## src/hdl/i2s_pkg.sv

```systemverilog
// ----------------------------------------------------------------------------
// i2s_pkg
// Shared types, byte codes and the JIS to Shift_JIS pair conversion.
// ----------------------------------------------------------------------------
package i2s_pkg;

	// Escape sequence bytes
	localparam logic [7:0] ESC_CODE    = 8'h1B;
	localparam logic [7:0] DOLLAR_CODE = 8'h24;
	localparam logic [7:0] LPAREN_CODE = 8'h28;
	localparam logic [7:0] B_CODE      = 8'h42;
	localparam logic [7:0] J_CODE      = 8'h4A;

	// Pair conversion offsets
	localparam logic [8:0] LEAD_ODD_OFS   = 9'h071;
	localparam logic [8:0] LEAD_EVEN_OFS  = 9'h070;
	localparam logic [8:0] LEAD_HIGH_LIM  = 9'h09F;
	localparam logic [8:0] LEAD_HIGH_ADJ  = 9'h040;
	localparam logic [8:0] TRAIL_ODD_OFS  = 9'h01F;
	localparam logic [8:0] TRAIL_EVEN_OFS = 9'h07E;
	localparam logic [8:0] TRAIL_GAP      = 9'h07F;

	// Most result bytes one request can cause
	localparam int RUN_MAX = 3;

	// Results of one request, held as one queue entry
	typedef struct packed {
		logic [RUN_MAX-1:0][7:0] bytes;
		logic [1:0]              cnt;
		logic                    eot;
	} run_t;

	// JIS pair to Shift_JIS pair: {lead, trail}, wrapping modulo 256
	function automatic logic [15:0] jis_to_sjis(input logic [7:0] c1, input logic [7:0] c2);
		logic [8:0] lead;
		logic [8:0] trail;
		if (c1[0]) begin
			lead  = {2'b00, c1[7:1]} + LEAD_ODD_OFS;
			trail = {1'b0, c2} + TRAIL_ODD_OFS;
			if (trail >= TRAIL_GAP) begin
				trail = trail + 9'd1;
			end
		end else begin
			lead  = {2'b00, c1[7:1]} + LEAD_EVEN_OFS;
			trail = {1'b0, c2} + TRAIL_EVEN_OFS;
		end
		if (lead > LEAD_HIGH_LIM) begin
			lead = lead + LEAD_HIGH_ADJ;
		end
		return {lead[7:0], trail[7:0]};
	endfunction

endpackage

```

## src/hdl/i2s_front.sv

```systemverilog
// ----------------------------------------------------------------------------
// i2s_front
// Escape tracking and pairing: turns one request into a run of result bytes.
// ----------------------------------------------------------------------------
module i2s_front import i2s_pkg::*; (
	input  logic       clk,
	input  logic       arst_n,
	input  logic       take,
	input  logic [7:0] in_byte,
	input  logic       end_of_text,
	output run_t       run,
	output logic       push
);

	logic       kanji_q;
	logic [7:0] pend0_q;
	logic [7:0] pend1_q;
	logic [1:0] pcnt_q;

	logic       kanji_d;
	logic [7:0] pend0_d;
	logic [7:0] pend1_d;
	logic [1:0] pcnt_d;
	logic [RUN_MAX-1:0][7:0] nb;
	logic [1:0] n;
	logic [15:0] pr;

	// Next state and result bytes for the current request
	always_comb begin
		nb      = '0;
		n       = 2'd0;
		kanji_d = kanji_q;
		pcnt_d  = pcnt_q;
		pend0_d = pend0_q;
		pend1_d = pend1_q;
		pr      = '0;

		if (pcnt_q == 2'd2) begin
			pcnt_d = 2'd0;
			if (pend0_q == ESC_CODE && pend1_q == DOLLAR_CODE && in_byte == B_CODE) begin
				kanji_d = 1'b1;
			end else if (pend0_q == ESC_CODE && pend1_q == LPAREN_CODE &&
				(in_byte == B_CODE || in_byte == J_CODE)) begin
				kanji_d = 1'b0;
			end else if (!kanji_q) begin
				nb[n] = pend0_q;
				n     = n + 2'd1;
				nb[n] = pend1_q;
				n     = n + 2'd1;
				if (in_byte == ESC_CODE) begin
					pend0_d = in_byte;
					pcnt_d  = 2'd1;
				end else begin
					nb[n] = in_byte;
					n     = n + 2'd1;
				end
			end else begin
				pr    = jis_to_sjis(pend0_q, pend1_q);
				nb[n] = pr[15:8];
				n     = n + 2'd1;
				nb[n] = pr[7:0];
				n     = n + 2'd1;
				pend0_d = in_byte;
				pcnt_d  = 2'd1;
			end
		end else if (pcnt_q == 2'd1) begin
			if (pend0_q == ESC_CODE && (in_byte == DOLLAR_CODE || in_byte == LPAREN_CODE)) begin
				pend1_d = in_byte;
				pcnt_d  = 2'd2;
			end else if (!kanji_q) begin
				pcnt_d = 2'd0;
				nb[n]  = pend0_q;
				n      = n + 2'd1;
				if (in_byte == ESC_CODE) begin
					pend0_d = in_byte;
					pcnt_d  = 2'd1;
				end else begin
					nb[n] = in_byte;
					n     = n + 2'd1;
				end
			end else begin
				pcnt_d = 2'd0;
				pr     = jis_to_sjis(pend0_q, in_byte);
				nb[n]  = pr[15:8];
				n      = n + 2'd1;
				nb[n]  = pr[7:0];
				n      = n + 2'd1;
			end
		end else begin
			if (kanji_q || in_byte == ESC_CODE) begin
				pend0_d = in_byte;
				pcnt_d  = 2'd1;
			end else begin
				nb[n] = in_byte;
				n     = n + 2'd1;
			end
		end

		// End of text: flush what is still held, dropping an odd kanji byte
		if (end_of_text) begin
			if (pcnt_d == 2'd2) begin
				if (kanji_d) begin
					pr    = jis_to_sjis(pend0_d, pend1_d);
					nb[n] = pr[15:8];
					n     = n + 2'd1;
					nb[n] = pr[7:0];
					n     = n + 2'd1;
				end else begin
					nb[n] = pend0_d;
					n     = n + 2'd1;
					nb[n] = pend1_d;
					n     = n + 2'd1;
				end
			end else if (pcnt_d == 2'd1 && !kanji_d) begin
				nb[n] = pend0_d;
				n     = n + 2'd1;
			end
			pcnt_d  = 2'd0;
			pend0_d = '0;
			pend1_d = '0;
		end
	end

	assign run.bytes = nb;
	assign run.cnt   = n;
	assign run.eot   = end_of_text;
	assign push      = take && (n != 2'd0);

	// Mode and held bytes
	always_ff @(posedge clk or negedge arst_n) begin
		if (!arst_n) begin
			kanji_q <= 1'b0;
			pcnt_q  <= 2'd0;
			pend0_q <= '0;
			pend1_q <= '0;
		end else if (take) begin
			kanji_q <= kanji_d;
			pcnt_q  <= pcnt_d;
			pend0_q <= pend0_d;
			pend1_q <= pend1_d;
		end
	end

endmodule

```

## src/hdl/i2s_run_fifo.sv

```systemverilog
// ----------------------------------------------------------------------------
// i2s_run_fifo
// Small queue of runs between the front and the back.
// ----------------------------------------------------------------------------
module i2s_run_fifo import i2s_pkg::*; #(
	parameter int DEPTH = 4
) (
	input  logic clk,
	input  logic arst_n,
	input  logic push,
	input  run_t wr_run,
	input  logic pop,
	output run_t head,
	output logic empty,
	output logic full
);

	localparam int PW = (DEPTH > 1) ? $clog2(DEPTH) : 1;
	localparam int CW = $clog2(DEPTH + 1);
	localparam logic [PW-1:0] LAST_PTR = PW'(DEPTH - 1);
	localparam logic [CW-1:0] FULL_CNT = CW'(DEPTH);

	run_t          mem_q [DEPTH];
	logic [PW-1:0] wr_ptr_q;
	logic [PW-1:0] rd_ptr_q;
	logic [CW-1:0] cnt_q;

	assign head  = mem_q[rd_ptr_q];
	assign empty = (cnt_q == '0);
	assign full  = (cnt_q == FULL_CNT);

	// Entry storage
	always_ff @(posedge clk) begin
		if (push) begin
			mem_q[wr_ptr_q] <= wr_run;
		end
	end

	// Pointers and fill count
	always_ff @(posedge clk or negedge arst_n) begin
		if (!arst_n) begin
			wr_ptr_q <= '0;
			rd_ptr_q <= '0;
			cnt_q    <= '0;
		end else begin
			if (push) begin
				wr_ptr_q <= (wr_ptr_q == LAST_PTR) ? '0 : wr_ptr_q + PW'(1);
			end
			if (pop) begin
				rd_ptr_q <= (rd_ptr_q == LAST_PTR) ? '0 : rd_ptr_q + PW'(1);
			end
			if (push && !pop) begin
				cnt_q <= cnt_q + CW'(1);
			end else if (pop && !push) begin
				cnt_q <= cnt_q - CW'(1);
			end
		end
	end

endmodule

```

## src/hdl/i2s_back.sv

```systemverilog
// ----------------------------------------------------------------------------
// i2s_back
// Serializes queued runs into single result bytes behind an output register.
// ----------------------------------------------------------------------------
module i2s_back import i2s_pkg::*; (
	input  logic       clk,
	input  logic       arst_n,
	input  run_t       head,
	input  logic       empty,
	output logic       pop,
	output logic       out_valid,
	input  logic       out_stall,
	output logic [7:0] out_byte,
	output logic       run_last,
	output logic       text_done
);

	logic [1:0] idx_q;
	logic       valid_q;
	logic [7:0] byte_q;
	logic       last_q;
	logic       done_q;
	logic       load;
	logic       at_end;

	assign load   = !empty && (!valid_q || !out_stall);
	assign at_end = (idx_q == head.cnt - 2'd1);
	assign pop    = load && at_end;

	// Byte index within the head run
	always_ff @(posedge clk or negedge arst_n) begin
		if (!arst_n) begin
			idx_q <= 2'd0;
		end else if (load) begin
			idx_q <= at_end ? 2'd0 : idx_q + 2'd1;
		end
	end

	// Output register
	always_ff @(posedge clk or negedge arst_n) begin
		if (!arst_n) begin
			valid_q <= 1'b0;
		end else if (load) begin
			valid_q <= 1'b1;
		end else if (!out_stall) begin
			valid_q <= 1'b0;
		end
	end

	always_ff @(posedge clk) begin
		if (load) begin
			byte_q <= head.bytes[idx_q];
			last_q <= at_end;
			done_q <= head.eot;
		end
	end

	assign out_valid = valid_q;
	assign out_byte  = byte_q;
	assign run_last  = last_q;
	assign text_done = done_q;

endmodule

```

## src/hdl/iso2022jp_to_sjis_converter.sv

```systemverilog
// ----------------------------------------------------------------------------
// iso2022jp_to_sjis_converter
// ISO-2022-JP byte stream in, Shift_JIS byte stream out.
// ----------------------------------------------------------------------------
// One input request carries one text byte and is taken while in_stall is low;
// it yields zero to three result bytes, with run_last on the last one and
// text_done on all of them when end_of_text was set. Requests are taken
// every cycle while the run queue (RUN_DEPTH entries) has room; the output
// side sends one byte per cycle while out_stall is low, so sustained rate is
// set by that single output register. A byte reaches the output through a
// run queue entry and then the output register, also when nothing is queued.
// Escapes and odd trailing kanji bytes produce no output.
module iso2022jp_to_sjis_converter import i2s_pkg::*; #(
	parameter int RUN_DEPTH = 4
) (
	input  logic       clk,
	input  logic       arst_n,
	input  logic       in_valid,
	output logic       in_stall,
	input  logic [7:0] in_byte,
	input  logic       end_of_text,
	output logic       out_valid,
	input  logic       out_stall,
	output logic [7:0] out_byte,
	output logic       run_last,
	output logic       text_done
);

	run_t new_run;
	run_t head;
	logic push;
	logic pop;
	logic empty;
	logic full;

	assign in_stall = full;

	// Front: classify bytes, build runs
	i2s_front u_front (
		.clk         (clk),
		.arst_n      (arst_n),
		.take        (in_valid && !full),
		.in_byte     (in_byte),
		.end_of_text (end_of_text),
		.run         (new_run),
		.push        (push)
	);

	// Run queue
	i2s_run_fifo #(
		.DEPTH (RUN_DEPTH)
	) u_fifo (
		.clk    (clk),
		.arst_n (arst_n),
		.push   (push),
		.wr_run (new_run),
		.pop    (pop),
		.head   (head),
		.empty  (empty),
		.full   (full)
	);

	// Back: emit bytes one per cycle while out_stall is low
	i2s_back u_back (
		.clk       (clk),
		.arst_n    (arst_n),
		.head      (head),
		.empty     (empty),
		.pop       (pop),
		.out_valid (out_valid),
		.out_stall (out_stall),
		.out_byte  (out_byte),
		.run_last  (run_last),
		.text_done (text_done)
	);

endmodule

```

## config.mk

```make
export PLATFORM = sky130hd
export DESIGN_NAME = iso2022jp_to_sjis_converter
export DESIGN_NICKNAME = d
export VERILOG_FILES = /design/src/hdl/i2s_pkg.sv /design/src/hdl/i2s_front.sv /design/src/hdl/i2s_run_fifo.sv /design/src/hdl/i2s_back.sv /design/src/hdl/iso2022jp_to_sjis_converter.sv
export SDC_FILE = /design/constraint.sdc
export NUM_CORES = 1
export LEC_CHECK = 0
export BUFFER_PORTS_ARGS = -buffer_cell sky130_fd_sc_hd__buf_4
export CORE_ASPECT_RATIO = 0.9
export CORE_MARGIN = 1
export CORE_UTILIZATION = 25
export DETAILED_ROUTE_END_ITERATION = 10
export GPL_TIMING_DRIVEN = 0
export PLACE_DENSITY = 0.43
export SLEW_MARGIN = 20
export SYNTH_ARGS = -nofsm -noshare
export SYNTH_HDL_FRONTEND = slang
export SYNTH_SLANG_ARGS = --single-unit
```

## constraint.sdc

```tcl
create_clock -name clk -period 6.24 [get_ports clk]
set_input_delay 0.624 -clock clk [delete_from_list [all_inputs] [get_ports clk]]
set_output_delay 0.624 -clock clk [all_outputs]
set_load 0.02 [all_outputs]
```

==> flow_metrics.tcl, run 1 <==
set metrics [dict create \
    die_h_um 191 \
    cts_sinks 147 \
    synth_top_family_by_area "compound AO/OA/AOI/OAI gates" \
    vias_per_cell 5.38 \
    power_switching_mw 2.34 \
    core-area_sq_um 38700 \
    ys.flop_type "edfxtp_1" \
    wl_per_cell_um 22.2 \
    hold_path_class "input pin to async pin" \
    finalHoldViolations 0 \
    power_density_nw_per_um2 451 \
    max_freq_mhz 170 \
    fin_crit_ns 5.87 \
    swShare_pct 44.9 \
    maxCapViolCount 0 \
    cts_max_level 4 \
    slew_headroom_pct 32.2 \
    clk_pin_slew_ns 0.07 \
    combinationalPowerShare_pct 52.4 \
    yosys-top-cells-count "118 x edfxtp_1, 96 x nand2_1, 73 x o21ai_0" \
    grt_pass1_vias 8002 \
    insertion_delay_ns 0.43 \
    die_area_sq_um 40500 \
    synthAdderAreaFrac_pct 3.85 \
    io_buffers 20 \
    drv_slew 0 \
    ys_warn_count 0 \
    ys_seq_elements 147 \
    num_antenna_cells 0 \
    totalWireLength_um 35000 \
    async_flop_share_pct 19.7 \
    ant_nets 0 \
    total_power_mw 5.21 \
    syn_area_sq_um 9930 \
    worst_r2r_path_depth 17 \
    yosysSeqAreaShare_pct 43.0 \
    synth-compound-area-share_pct 20.5 \
    timing.rr.start "u_front.pend1_q[0]$_DFFE_PN0P_" \
    gr-total-overflow 0 \
    setup_ws_ns 0.366 \
    grt_max_degree 30 \
    dp_hpwl_um 25800 \
    intPower_mw 2.87 \
    synth.distinct_cells 86 \
    leakage_nw 3.98 \
    numCtsBuffers 17 \
    synth.area.top_cells "edfxtp_1 36%, dfrtp_1 7.3%, mux4_2 6.1%" \
    crit_path_end_kind "flip-flop" \
    drcViolationCount 0 \
    row_count 68 \
    drt_iter0_drc 791 \
    rsz0062_at_grt "false" \
    n_fill_cell 4013 \
    crit_fanout 10 \
    synth_fp_nets 1040 \
    grt_pass1_wl_um 52200 \
    ios 25 \
    setup-violations-final 0 \
    worstMarginPinSlew_ns 1.01 \
    critPathRequiredTime_ns 6.39 \
    finalNonFillerCells 1578 \
    synth_top_area_share_pct 35.7 \
    status "finished, final reports clean" \
    yosysTopAreaCell "edfxtp_1" \
    dr.pass1.iters 5 \
    ir_drop_v 0.000221 \
    pwr-share-clk_pct 19.8 \
    crit_type "flip-flop to flip-flop" \
    synth_xor_area_share_pct 3.78 \
    crit_start "u_front.pend1_q[0]$_DFFE_PN0P_" \
    die_x_um 212 \
    gp_congestion 0.933 \
    syn2layout_area_growth_pct 16.2 \
    via_count 8496 \
    place_ws_ns -1.07 \
    arrival_ns 6.02 \
    synthSimpleGateAreaFrac_pct 15.3 \
    seqPwrFrac_pct 27.8 \
    r2r_end "u_fifo.mem_q[2][9]$_DFFE_PP_" \
    yosysMostFrequentCell "edfxtp_1" \
    cts_tree "done" \
    initial_core_util_pct 25.7 \
    antenna_found_initial 0 \
    synth_edf_count 118 \
    cts_root_buf "clkbuf_16" \
    grt_use_total_pct 17.4 \
    postSynthAreaPerCell_sq_um 9.96 \
    fin_worst_skew_ns 0.0223 \
    fin_crit_sh_pct 94.1 \
    syn_inst 997 \
    finalNetCount 1083 \
    placed_cells_incl_taps 1547 \
    final_layout_size_suffix_gt1_share_pct 13.3 \
    critPathLaunchType "flip-flop" \
    cts_buffer_depth 2 \
    synthMuxAreaShare_pct 8.93 \
    worst-r2r-setup-slack_ns 0.37 \
]
## power by group through the flow
stage	Clock [mW]	Combinational [mW]	Sequential, mW
finish	1.03	2.73	1.45
global placement	0	2.67	1.45
detailed placement	0	2.68	1.45
CTS	1.06	2.71	1.43
global route	1.09	2.95	1.47
floorplan	0	1.76	1.47
## logic make-up (layout without fill, tap and decap cells)
logic type                 count (synthesis)  count (layout)
AOI/OAI and AO/OA                        305             305
and+or+nand+nor                          301             301
DFF                                      147             147
buffers and inverters                    118             174
muxes                                     54              54
xor gates and xnor gates                  42              42
adders and majority gates                 30              30
## layout by cell type, fill, tap and decap left out, drive strengths merged, types with 5 or more instances in the layout
cell type    n
edfxtp     118
nand2       96
o21ai       76
clkbuf      73
nor2        71
a21oi       62
inv         53
buf         42
xnor2       32
ha          29
dfrtp       29
mux4        27
o22ai       25
nand3       22
nor3        22
mux2i       20
a211oi      20
a22oi       14
nand2b      13
o211ai      11
xor2        10
a31oi       10
and2        10
nor2b        9
or3          9
and3         8
nor3b        8
a41oi        8
o31ai        7
a21boi       7
mux2         7
a21o         6
a22o         6
a221oi       6
nor4b        6
nand4        5
nor4         5
## final cells by class
| cell class | instances | area, sq um | area share (%) |
|---|---|---|---|
| buffer | 70 | 283 | 2.45 |
| clock buffer | 18 | 429 | 3.72 |
| clock inverter | 14 | 159 | 1.38 |
| inverter | 45 | 169 | 1.46 |
| multi-input combinational | 732 | 5310 | 46.0 |
| sequential | 147 | 4270 | 37.0 |
| tap | 525 | 657 | 5.69 |
| timing repair buffer | 27 | 272 | 2.35 |
## critical path: stages, from the launching register on
cell	delay, ns
dfrtp_1	0.36
clkbuf_1	0.23
inv_1	0.30
ha_1	0.33
nand3b_1	0.25
or4_4	0.64
or2_1	0.24
a21boi_0	0.29
nor2_1	0.30
inv_1	0.15
ha_1	0.26
a41oi_1	0.15
xnor2_1	0.59
inv_1	0.14
ha_1	0.26
o21a_1	0.21
o221a_2	0.31
o41ai_2	0.58
## through the flow
step / util [%] / hold WS [ns] / instance area [sq um] / TNS (ns)
finish: 29.8 / 0.129 / 11500 / 0
global route: 29.8 / 0.151 / 11500 / 0
CTS: 29.7 / 0.139 / 11500 / 0
detailed placement: 28.1 / 0.491 / 10900 / -30.51
global placement: 27.7 / 0.480 / 10700 / -34.84
floorplan: - / 0.328 / 9930 / 0
## how the worst max path moves through the flow
stage / to / slack (ns)
after CTS: u_fifo.mem_q[0][14]$_DFFE_PP_ / 0.06
final: u_fifo.mem_q[2][9]$_DFFE_PP_ / 0.37
after global routing: u_fifo.mem_q[0][4]$_DFFE_PP_ / 0.03
after detailed placement: u_fifo.mem_q[0][4]$_DFFE_PP_ / -1.07
after floorplan: u_fifo.mem_q[0][4]$_DFFE_PP_ / 1.16
after global placement: u_fifo.mem_q[2][4]$_DFFE_PP_ / -1.10
## sequential cells by signal (all words and copies together) (netlist names)
signal,cells
u_back.idx_q,2
u_back.out_byte,8
u_back.out_valid,1
u_back.run_last,1
u_back.text_done,1
u_fifo.cnt_q,3
u_fifo.mem_q,108
u_fifo.rd_ptr_q,2
u_fifo.wr_ptr_q,2
u_front.kanji_q,1
u_front.pcnt_q,2
u_front.pend0_q,8
u_front.pend1_q,8
## metal layers
layer / wire, um / vias to the layer above / GRT usage, %
li1: - / 3873 / -
met1: 16100 / 4242 / 25.2
met2: 15800 / 344 / 26.6
met3: 2450 / 37 / 2.83
met4: 604 / 0 / 4.79
met5: 0 / - / 0
## timing repair
item / CTS / global route
hold buffers: 0 / 0
setup endpoints to repair: 32 / 56
pin swaps: 2 / 0
gates resized for setup: 5 / 9
setup buffers: 2 / 0
(Power assumes the default switching activity.)
==> run 2, diff against run 1 <==
Settings changed: CORE_UTILIZATION 25 to 45, PLACE_DENSITY 0.43 to 0.65.
==> run 2 against run 1 <==
Total power hardly changed. Final cell count is 15% lower. Maximum frequency increased by 0.34%. Clock skew fell by 0.0066 ns. Sequential share of layout area rose by 1.1 points. Non-clock buffer count is 1 lower. Count of clock-buffer cells in the layout is 1 lower. First-iteration DRC count up 73%. Critical endpoint is now u_fifo.mem_q[2][6]$_DFFE_PP_. Hold slack gained 0.016 ns.
==> flow_metrics.tcl, run 2 (synthesis results as in run 1) <==
set metrics [dict create \
    status "finished, final reports clean" \
    numCtsBuffers 17 \
    final_core_util_pct 51.8 \
    regMostFlops "u_fifo.mem_q" \
    worst_r2r_path_depth 17 \
    finalNetCount 1082 \
    die_x_um 159 \
    io_buffers 20 \
    finalHoldViolations 0 \
    setup-violations-final 0 \
    crit_fanout 10 \
    cts_tree "done" \
    final_common_cell "edfxtp_1" \
    gr-total-overflow 0 \
    cts_root_buf "clkbuf_16" \
    power_density_nw_per_um2 465 \
    via_count 8787 \
    crit_path_end_kind "flip-flop" \
    critPathLaunchType "flip-flop" \
    grt.busiest_layer "met1" \
    initial_core_util_pct 45.9 \
    gp_congestion 1.01 \
    crit_type "flip-flop to flip-flop" \
    slowest_stage "or3b_2" \
    arrival_ns 6.06 \
    timing.rr.start "u_front.pend0_q[1]$_DFFE_PN0P_" \
    drt_iter0_drc 1368 \
    met1_usage_pct 42.1 \
    hold_path_class "input pin to async pin" \
    final_cell_mix "118 x edfxtp_1, 96 x nand2_1, 73 x o21ai_0, 71 x nor2_1, 59 x a21oi_1" \
    fin_worst_skew_ns 0.0157 \
    drv_slew 0 \
    drcViolationCount 0 \
    grt_pass1_wl_um 47900 \
    use_met3_pct 7.44 \
    maxCapViolCount 0 \
    use_met2_pct 41.4 \
    fin_crit_sh_pct 93.8 \
    wl_per_cell_um 23.6 \
    fin_crit_ns 5.85 \
    dp_hpwl_um 23000 \
    antenna_found_initial 1 \
    final_layout_size_suffix_gt1_share_pct 13.1 \
    row_count 51 \
    rsz0062_at_grt "false" \
    grt_pass1_vias 7841 \
    leakage_nw 3.97 \
    ir_drop_v 0.000214 \
    cts_sinks 147 \
    critPathRequiredTime_ns 6.45 \
    totalWireLength_um 31700 \
    num_antenna_cells 0 \
    cts_buffer_depth 2 \
    r2r_end "u_fifo.mem_q[2][6]$_DFFE_PP_" \
    dr.pass1.iters 6 \
    slew_headroom_pct 33.4 \
    total_power_mw 5.21 \
    grt_max_degree 30 \
    ios 25 \
    vias_per_cell 6.54 \
    slowest_delay_ns 0.53 \
    clk_pin_slew_ns 0.07 \
    syn2layout_area_growth_pct 12.8 \
    max_freq_mhz 171 \
    grt_use_total_pct 28.8 \
    worst-r2r-setup-slack_ns 0.39 \
    ant_nets 0 \
    die_h_um 143 \
    crit_chain "ha_1, nand4b_1, nor4b_2, nand3_1, clkbuf_1, mux2i_4, ha_1, or3b_2, a21oi_1, nand3_1, a21oi_2, a41oi_1, o21ai_0, o21ai_0, xnor2_1, a21oi_1, a211oi_2" \
    largest_reg_flops 108 \
    die_area_sq_um 22700 \
    cts_max_level 4 \
    core-area_sq_um 21600 \
    worstMarginPinSlew_ns 0.987 \
    insertion_delay_ns 0.43 \
    hold_buffers 0 \
    finalSetupTns_ns 0 \
]
run 2: changes by cell type in the layout (fill, tap and decap cells not counted), sizes merged:
cell	before	now
clkinv	4	3
bufinv	1	2
clkbuf	73	72
inv	53	54
buf	42	41
run 2: worst max-delay path by stage:
stage	startpoint	to	slack, ns
after floorplan	in_byte[1]	u_fifo.mem_q[0][4]$_DFFE_PP_	1.16
after global placement	in_byte[1]	u_fifo.mem_q[2][4]$_DFFE_PP_	-0.73
after detailed placement	in_byte[1]	u_fifo.mem_q[1][4]$_DFFE_PP_	-0.72
after CTS	u_front.pend0_q[4]$_DFFE_PN0P_	u_fifo.mem_q[2][12]$_DFFE_PP_	0.02
after global routing	u_front.pend0_q[1]$_DFFE_PN0P_	u_fifo.mem_q[2][6]$_DFFE_PP_	0.03
final	u_front.pend0_q[1]$_DFFE_PN0P_	u_fifo.mem_q[2][6]$_DFFE_PP_	0.39
run 2: per-stage QoR:
step | cell area (sq um) | hold WS (ns) | cells | worst slack [ns]
after floorplan | 9930 | 0.328 | 997 | 1.16
after global placement | 10400 | 0.473 | 1308 | -0.733
after detailed placement | 10500 | 0.497 | 1312 | -0.719
after CTS | 11200 | 0.145 | 1345 | 0.0207
after global routing | 11200 | 0.168 | 1343 | 0.0285
final | 11200 | 0.146 | 1343 | 0.386
run 2: what timing repair did:
action	in CTS	in global routing
pin swaps	2	0
gates resized for setup	2	7
hold endpoints to repair	0	0
cloned	0	0
endpoints found under the setup margin	24	56
setup buffers	2	0
run 2: area by class of cell:
type	instances	area, sq um
plain buffers	70	283
inverters	45	169
fillers	1934	10400
flip-flops and latches	147	4270
well taps	291	364
multi-input cells	732	5270
clock buffers	17	425
repair buffers	26	245
clock inverters	15	185
run 2: power breakdown:
part / switching, mW / internal [mW] / leakage [nW]
registers: 0.112 / 1.34 / 1.47
logic: 1.75 / 0.951 / 2.20
clock network: 0.450 / 0.608 / 0.297
total: 2.31 / 2.90 / 3.97
run 2: metal layers:
layer  up-vias  routed length (um)
li1       3882                   -
met5         -                   8
met4         2                 818
met3        82                3870
met2       552               13700
met1      4269               13400
run 2: critical path: cells and delay by family (launching register included):
kind | cells | cell delay, ns
AOI/OAI and AO/OA | 7 | 1.68
xor gates and xnor gates | 1 | 0.40
adders and majority gates | 2 | 0.58
buffers and inverters | 1 | 0.35
DFF | 1 | 0.51
muxes | 1 | 0.32
and+or+nand+nor | 5 | 1.78
